`src/design/spq_pkg.sv`:
```
`default_nettype none

package spq_pkg;

    // Queue geometry.
    localparam int CAPACITY = 16;
    localparam int IDX_W    = $clog2(CAPACITY);
    localparam int CNT_W    = $clog2(CAPACITY + 1);
    localparam int KEY_W    = 32;
    localparam int ENTRY_W  = 5;

    // Operation codes on the command input.
    localparam logic CMD_INSERT = 1'b0;
    localparam logic CMD_DELETE = 1'b1;

    // Result status codes.
    typedef enum logic [1:0] {
        ST_DONE  = 2'd0,
        ST_FULL  = 2'd1,
        ST_EMPTY = 2'd2
    } t_status;

    // Signed less-or-equal on raw key patterns.
    function automatic logic key_le(input logic [KEY_W-1:0] a, input logic [KEY_W-1:0] b);
        key_le = ($signed(a) <= $signed(b));
    endfunction

endpackage

`default_nettype wire

```
`src/design/spq_ram.sv`:
```
`default_nettype none

module spq_ram #(
    parameter int WIDTH = 32,
    parameter int DEPTH = 16
) (
    input  wire logic                     i_clk,
    input  wire logic                     i_we,
    input  wire logic [$clog2(DEPTH)-1:0] i_waddr,
    input  wire logic [WIDTH-1:0]         i_wdata,
    input  wire logic                     i_re,
    input  wire logic [$clog2(DEPTH)-1:0] i_raddr,
    output logic      [WIDTH-1:0]         o_rdata
);

    logic [WIDTH-1:0] r_mem [DEPTH];

    // One write port and one registered read port.
    always_ff @(posedge i_clk) begin
        if (i_we) begin
            r_mem[i_waddr] <= i_wdata;
        end
        if (i_re) begin
            o_rdata <= r_mem[i_raddr];
        end
    end

endmodule

`default_nettype wire

```
`src/design/sorted_array_priority_queue.sv`:
```
// A rejected insert, a delete on an empty queue, or an insert into an empty queue
// gives its result in the cycle after start; other inserts and deletes walk the
// stored keys. The key array sits in one RAM with one write and one registered read
// port, walked one slot per cycle. One operation is in flight at a time; busy is high
// until its result strobe. Results cannot be stalled.
// Reset (synchronous, active low) empties the queue; the key RAM is not cleared.
`default_nettype none

module sorted_array_priority_queue
    import spq_pkg::*;
(
    input  wire logic                    i_clk,
    input  wire logic                    i_rst_n,
    input  wire logic                    start,
    output logic                         busy,
    input  wire logic                    i_cmd,
    input  wire logic signed [KEY_W-1:0] i_key_in,
    output logic                         o_done,
    output logic signed [KEY_W-1:0]      o_key_out,
    output logic [1:0]                   o_status,
    output logic [ENTRY_W-1:0]           o_entry_count
);

    typedef enum logic [2:0] {
        S_IDLE,
        S_INS,
        S_INS_LAST,
        S_DEL_HEAD,
        S_DEL_SHIFT
    } t_state;

    t_state             r_state;
    logic [CNT_W-1:0]   r_count;
    logic [IDX_W-1:0]   r_idx;
    logic [KEY_W-1:0]   r_key;
    logic               r_done;
    logic [KEY_W-1:0]   r_key_out;
    t_status            r_status;

    logic               ram_we;
    logic [IDX_W-1:0]   ram_waddr;
    logic [KEY_W-1:0]   ram_wdata;
    logic               ram_re;
    logic [IDX_W-1:0]   ram_raddr;
    logic [KEY_W-1:0]   ram_rdata;

    logic               accept;
    logic               ins_stop;
    logic               del_last;

    assign accept   = start && !busy;
    assign busy     = (r_state != S_IDLE);
    assign ins_stop = key_le(ram_rdata, r_key);
    assign del_last = ((CNT_W'(r_idx) + CNT_W'(1)) == r_count);

    spq_ram #(
        .WIDTH(KEY_W),
        .DEPTH(CAPACITY)
    ) u_ram (
        .i_clk  (i_clk),
        .i_we   (ram_we),
        .i_waddr(ram_waddr),
        .i_wdata(ram_wdata),
        .i_re   (ram_re),
        .i_raddr(ram_raddr),
        .o_rdata(ram_rdata)
    );

    // RAM port control. Reads and writes in one cycle never touch the same slot.
    always_comb begin
        ram_we    = 1'b0;
        ram_waddr = '0;
        ram_wdata = '0;
        ram_re    = 1'b0;
        ram_raddr = '0;
        case (r_state)
            S_IDLE: begin
                if (accept) begin
                    if (i_cmd == CMD_INSERT) begin
                        if (r_count == '0) begin
                            ram_we    = 1'b1;
                            ram_wdata = i_key_in;
                        end else if (r_count < CNT_W'(CAPACITY)) begin
                            ram_re    = 1'b1;
                            ram_raddr = IDX_W'(r_count - CNT_W'(1));
                        end
                    end else if (r_count != '0) begin
                        ram_re = 1'b1;
                    end
                end
            end
            S_INS: begin
                // Either drop the new key above this one, or move this key up a slot.
                ram_we    = 1'b1;
                ram_waddr = r_idx + IDX_W'(1);
                if (ins_stop) begin
                    ram_wdata = r_key;
                end else begin
                    ram_wdata = ram_rdata;
                    if (r_idx != '0) begin
                        ram_re    = 1'b1;
                        ram_raddr = r_idx - IDX_W'(1);
                    end
                end
            end
            S_INS_LAST: begin
                ram_we    = 1'b1;
                ram_wdata = r_key;
            end
            S_DEL_HEAD: begin
                if (r_count > CNT_W'(1)) begin
                    ram_re    = 1'b1;
                    ram_raddr = IDX_W'(1);
                end
            end
            S_DEL_SHIFT: begin
                // Move each key down a slot.
                ram_we    = 1'b1;
                ram_waddr = r_idx - IDX_W'(1);
                ram_wdata = ram_rdata;
                if (!del_last) begin
                    ram_re    = 1'b1;
                    ram_raddr = r_idx + IDX_W'(1);
                end
            end
            default: begin
            end
        endcase
    end

    // Sequencer state, stored count and registered result.
    always_ff @(posedge i_clk) begin
        r_done <= 1'b0;
        if (!i_rst_n) begin
            r_state <= S_IDLE;
            r_count <= '0;
            r_idx   <= '0;
        end else begin
            case (r_state)
                S_IDLE: begin
                    if (accept) begin
                        r_key <= i_key_in;
                        if (i_cmd == CMD_INSERT) begin
                            if (r_count >= CNT_W'(CAPACITY)) begin
                                r_done    <= 1'b1;
                                r_status  <= ST_FULL;
                                r_key_out <= '0;
                            end else if (r_count == '0) begin
                                r_done    <= 1'b1;
                                r_status  <= ST_DONE;
                                r_key_out <= '0;
                                r_count   <= CNT_W'(1);
                            end else begin
                                r_idx   <= IDX_W'(r_count - CNT_W'(1));
                                r_state <= S_INS;
                            end
                        end else begin
                            if (r_count == '0) begin
                                r_done    <= 1'b1;
                                r_status  <= ST_EMPTY;
                                r_key_out <= '0;
                            end else begin
                                r_state <= S_DEL_HEAD;
                            end
                        end
                    end
                end
                S_INS: begin
                    if (ins_stop) begin
                        r_done    <= 1'b1;
                        r_status  <= ST_DONE;
                        r_key_out <= '0;
                        r_count   <= r_count + CNT_W'(1);
                        r_state   <= S_IDLE;
                    end else if (r_idx == '0) begin
                        r_state <= S_INS_LAST;
                    end else begin
                        r_idx <= r_idx - IDX_W'(1);
                    end
                end
                S_INS_LAST: begin
                    r_done    <= 1'b1;
                    r_status  <= ST_DONE;
                    r_key_out <= '0;
                    r_count   <= r_count + CNT_W'(1);
                    r_state   <= S_IDLE;
                end
                S_DEL_HEAD: begin
                    // Slot zero holds the smallest key.
                    r_key_out <= ram_rdata;
                    if (r_count == CNT_W'(1)) begin
                        r_done   <= 1'b1;
                        r_status <= ST_DONE;
                        r_count  <= '0;
                        r_state  <= S_IDLE;
                    end else begin
                        r_idx   <= IDX_W'(1);
                        r_state <= S_DEL_SHIFT;
                    end
                end
                S_DEL_SHIFT: begin
                    if (del_last) begin
                        r_done   <= 1'b1;
                        r_status <= ST_DONE;
                        r_count  <= r_count - CNT_W'(1);
                        r_state  <= S_IDLE;
                    end else begin
                        r_idx <= r_idx + IDX_W'(1);
                    end
                end
                default: begin
                    r_state <= S_IDLE;
                end
            endcase
        end
    end

    assign o_done        = r_done;
    assign o_key_out     = r_key_out;
    assign o_status      = r_status;
    assign o_entry_count = ENTRY_W'(r_count);

endmodule

`default_nettype wire

```
`config.mk`:
```
export PLATFORM = sky130hd
export DESIGN_NAME = sorted_array_priority_queue
export DESIGN_NICKNAME = d
export VERILOG_FILES = /design/src/design/spq_pkg.sv /design/src/design/spq_ram.sv /design/src/design/sorted_array_priority_queue.sv
export SDC_FILE = /design/constraint.sdc
export NUM_CORES = 1
export LEC_CHECK = 0
export BUFFER_PORTS_ARGS = -buffer_cell sky130_fd_sc_hd__buf_2
export CORE_UTILIZATION = 60
export DETAILED_ROUTE_END_ITERATION = 8
export PLACE_DENSITY = 0.77
export SETUP_SLACK_MARGIN = 0.5
export SYNTH_ARGS = -nofsm -noshare
export SYNTH_HDL_FRONTEND = slang
export SYNTH_SLANG_ARGS = --single-unit
```
`constraint.sdc`:
```
create_clock -name i_clk -period 10.61 [get_ports i_clk]
set_clock_uncertainty 0.05 [all_clocks]
set_input_delay 2.122 -clock i_clk [delete_from_list [all_inputs] [get_ports i_clk]]
set_output_delay 2.122 -clock i_clk [all_outputs]
set_load 0.02 [all_outputs]
```
==> flow_summary.ini <==
[floorplan]
core-area_um2 = 43300
die_area_um2 = 44800
die-height_um = 212
rows = 76
start_util_pct = 61.0
dieWidth_um = 212
io_pins = 77

[final_layout]
regArea_um2 = 18600
n_fill_cell = 2820
area_growth_pct = 10.5
diodes = 0
drive_above_1_share_pct = 13.0
multi_input_area_um2 = 7100
final_area_um2 = 29100
nets = 1909

[power]
powerDensity_nw_per_um2 = 285
power.switching_mw = 2.92
leakagePower_nw = 10.2
peakVddDrop_uv = 183
seqPwrFrac_pct = 44.6
p_int_mw = 5.40
switching_share_pct = 35.1
power.share.clock_pct = 24.1
combinationalPowerShare_pct = 31.3

[logic_synthesis]
ys_ff_latch = 623
synth.distinct_cells = 69
syn_area_per_cell_um2 = 14.7
synth_seq_area_share_pct = 70.4
yosysWarnings = 0
ys_top_cells_by_count = edfxtp_1, nand2_1, and2_1
synth_ff_type = edfxtp_1
synth.area.top_cells = edfxtp_1, a221oi_1, and2_1
synth_nets = 1866
synth_edf_count = 610
syn_area_um2 = 26400
yosys.area.top_type = edfxtp_1
yosysMostFrequentCell = edfxtp_1
yosysTopAreaCellShare_pct = 69.4
async_flop_share_pct = 0
netlist_instances = 1792

[global_routing]
grt_pass1_vias = 15900
antenna_found_initial = 1
global_route.overflow_total = 0
grt.total_usage_pct = 29.3
grt_pass1_wl_um = 96500
grt_max_degree = 136

[timing]
setup_ws_ps = 5140
finalCritPeriodShare_pct = 51.5
finalHoldViolCount = 0
max_freq_mhz = 183
rsz0062_at_grt = no
slew_headroom_pct = 25.0
drv_slew = 0
tns_ps = 0
setup_viol_count_final = 0
fin_hold_ws_ps = 501
worst_slew_pin_slew_ps = 1130
post-route-min-period_ps = 5470

[placement]
numPortBuffers = 76
gp_congestion = 0.914
hpwl_um = 35600
pre_cts_ws_ps = 5150
dpl_cell_area_um2 = 27300

[critical_path]
r2r_end = u_ram.o_rdata[31]
critPathMaxFanout = 70
endpoint_kind = flop
cp.required_ps = 10920
reg2reg_depth = 11
reg2reg_slack_ps = 5140
critPathKind = flop to flop
startpoint_type = flop
worstReg2RegStart = u_ram.o_rdata[14]
arrival_ps = 5770

[clock_tree]
numCtsBuffers = 59
h-tree-depth = 2
cts_tree = yes
cts.reportedPaths.clkPinSlew_ps = 60
cts_root_buf = clkbuf_16
cts_resized = 0
numClockSinks = 623
cts_buffer_depth = 3
post_cts_buffers = 0
hold_buffers = 0
worst_skew_pair.late_latency_ps = 630

[route]
ant_nets = 0
routed_via_density = 6.69
drt_iter0_drc = 2486
finalWirelength_um = 65000
dr.pass1.iters = 7
avgRoutedWirePerCell_um = 26.4
route.detailed.drc = 0
vias = 16500

[hold_path]
hold_path_class = flop to flop
min_from = o_key_out[0]
holdPathEnd = o_key_out[0]
whs_path_depth = 2

[outcome]
status = finished, final reports clean

[job]
drv_cap = 0
-- state kept, by name, summed over array words and instances (netlist names) --
signal	cells
o_done	1
o_entry_count	5
o_key_out	32
o_status	2
r_idx	4
r_key	32
r_state	3
u_ram.o_rdata	32
u_ram.r_mem	512
-- critical path: stages, from the launching register on --
cell and delay [ps]:
edfxtp_1 540, ha_1 380, nand4_1 270, a2111oi_0 540, o31a_1 300, o31a_1 510
nand2_4 530, buf_4 600, a221oi_4 360, buf_4 520, a32oi_1 230, and4_1 280
-- worst max-delay path by stage --
stage	from	to	slack, ps	cells past startpoint
final	u_ram.o_rdata[14]	u_ram.o_rdata[31]	5140	11
after global routing	u_ram.o_rdata[14]	u_ram.o_rdata[12]	4970	11
after CTS	u_ram.o_rdata[14]	u_ram.o_rdata[12]	5300	11
after detailed placement	start	u_ram.o_rdata[23]	5150	10
after global placement	start	u_ram.o_rdata[17]	5230	10
after floorplan	start	o_key_out[0]	5440	2
-- cell usage in the layout, fill, tap and decap left out, types with 5 or more instances in the layout --
master | netlist | final
a32oi_1 | 65 | 65
and2_0 | 21 | 21
a221o_1 | 19 | 19
bufinv_16 | 0 | 5
clkbuf_16 | 0 | 59
dfxtp_1 | 13 | 13
a21oi_1 | 41 | 40
clkinv_2 | 0 | 6
and2_1 | 112 | 110
nor2_1 | 45 | 26
nor2_4 | 0 | 16
nand2_1 | 168 | 166
mux2i_1 | 65 | 65
clkbuf_1 | 49 | 15
and4_1 | 25 | 25
and4b_1 | 8 | 8
clkinv_1 | 0 | 16
ha_1 | 38 | 38
nor3_1 | 10 | 8
o21ai_1 | 35 | 34
a22o_1 | 31 | 31
o21ai_0 | 37 | 37
buf_2 | 53 | 76
inv_1 | 75 | 75
nand4_1 | 9 | 9
a211oi_1 | 6 | 5
a222oi_1 | 32 | 32
nand3_1 | 7 | 7
a221oi_2 | 10 | 9
xnor2_1 | 8 | 8
edfxtp_1 | 610 | 610
a221oi_1 | 105 | 105
buf_4 | 10 | 32
-- power by group through the flow --
stage | registers [mW] | clock network [mW] | logic (mW)
floorplan | 3.68 | 0 | 1.74
global placement | 3.74 | 0 | 2.48
detailed placement | 3.75 | 0 | 2.56
CTS | 3.70 | 2.03 | 2.57
global route | 3.73 | 2.12 | 2.82
finish | 3.71 | 2.01 | 2.60
-- cell type report --
cell class,count,share of cell area (%)
flip-flops and latches,623,63.7
multi-input cells,966,24.4
clock buffers,74,5.26
well taps,585,2.51
repair buffers,109,2.20
inverters,76,0.979
clock inverters,31,0.944
-- per-stage QoR --
stage	power, mW	utilization [%]	instances
after CTS	8.30	67.4	2464
final	8.32	67.4	2464
after global placement	6.22	63.2	2359
after floorplan	5.42	-	1792
after detailed placement	6.31	63.2	2359
after global routing	8.66	67.4	2464
-- cells by family (layout without fill, tap and decap cells) --
logic type      after synthesis  count (layout)  synth area share [%]
mux                          66              66                  2.52
flops                       623             623                  70.4
xor+xnor                     12              12                 0.455
compound gates              424             424                  12.9
fa+ha+maj                    38              38                  1.80
buf+inv                     203             290                  3.49
simple gates                426             426                  8.43
-- routing by layer --
metal | global-route usage [%] | share of wire, % | up-vias
met3 | 5.31 | 11 | 164
met1 | 41.5 | 39 | 8154
met2 | 45.5 | 46 | 995
li1 | - | - | 7169
met5 | 0 | 0 | -
met4 | 10.9 | 3.1 | 0
No activity file was read; power rests on OpenSTA's default activity.
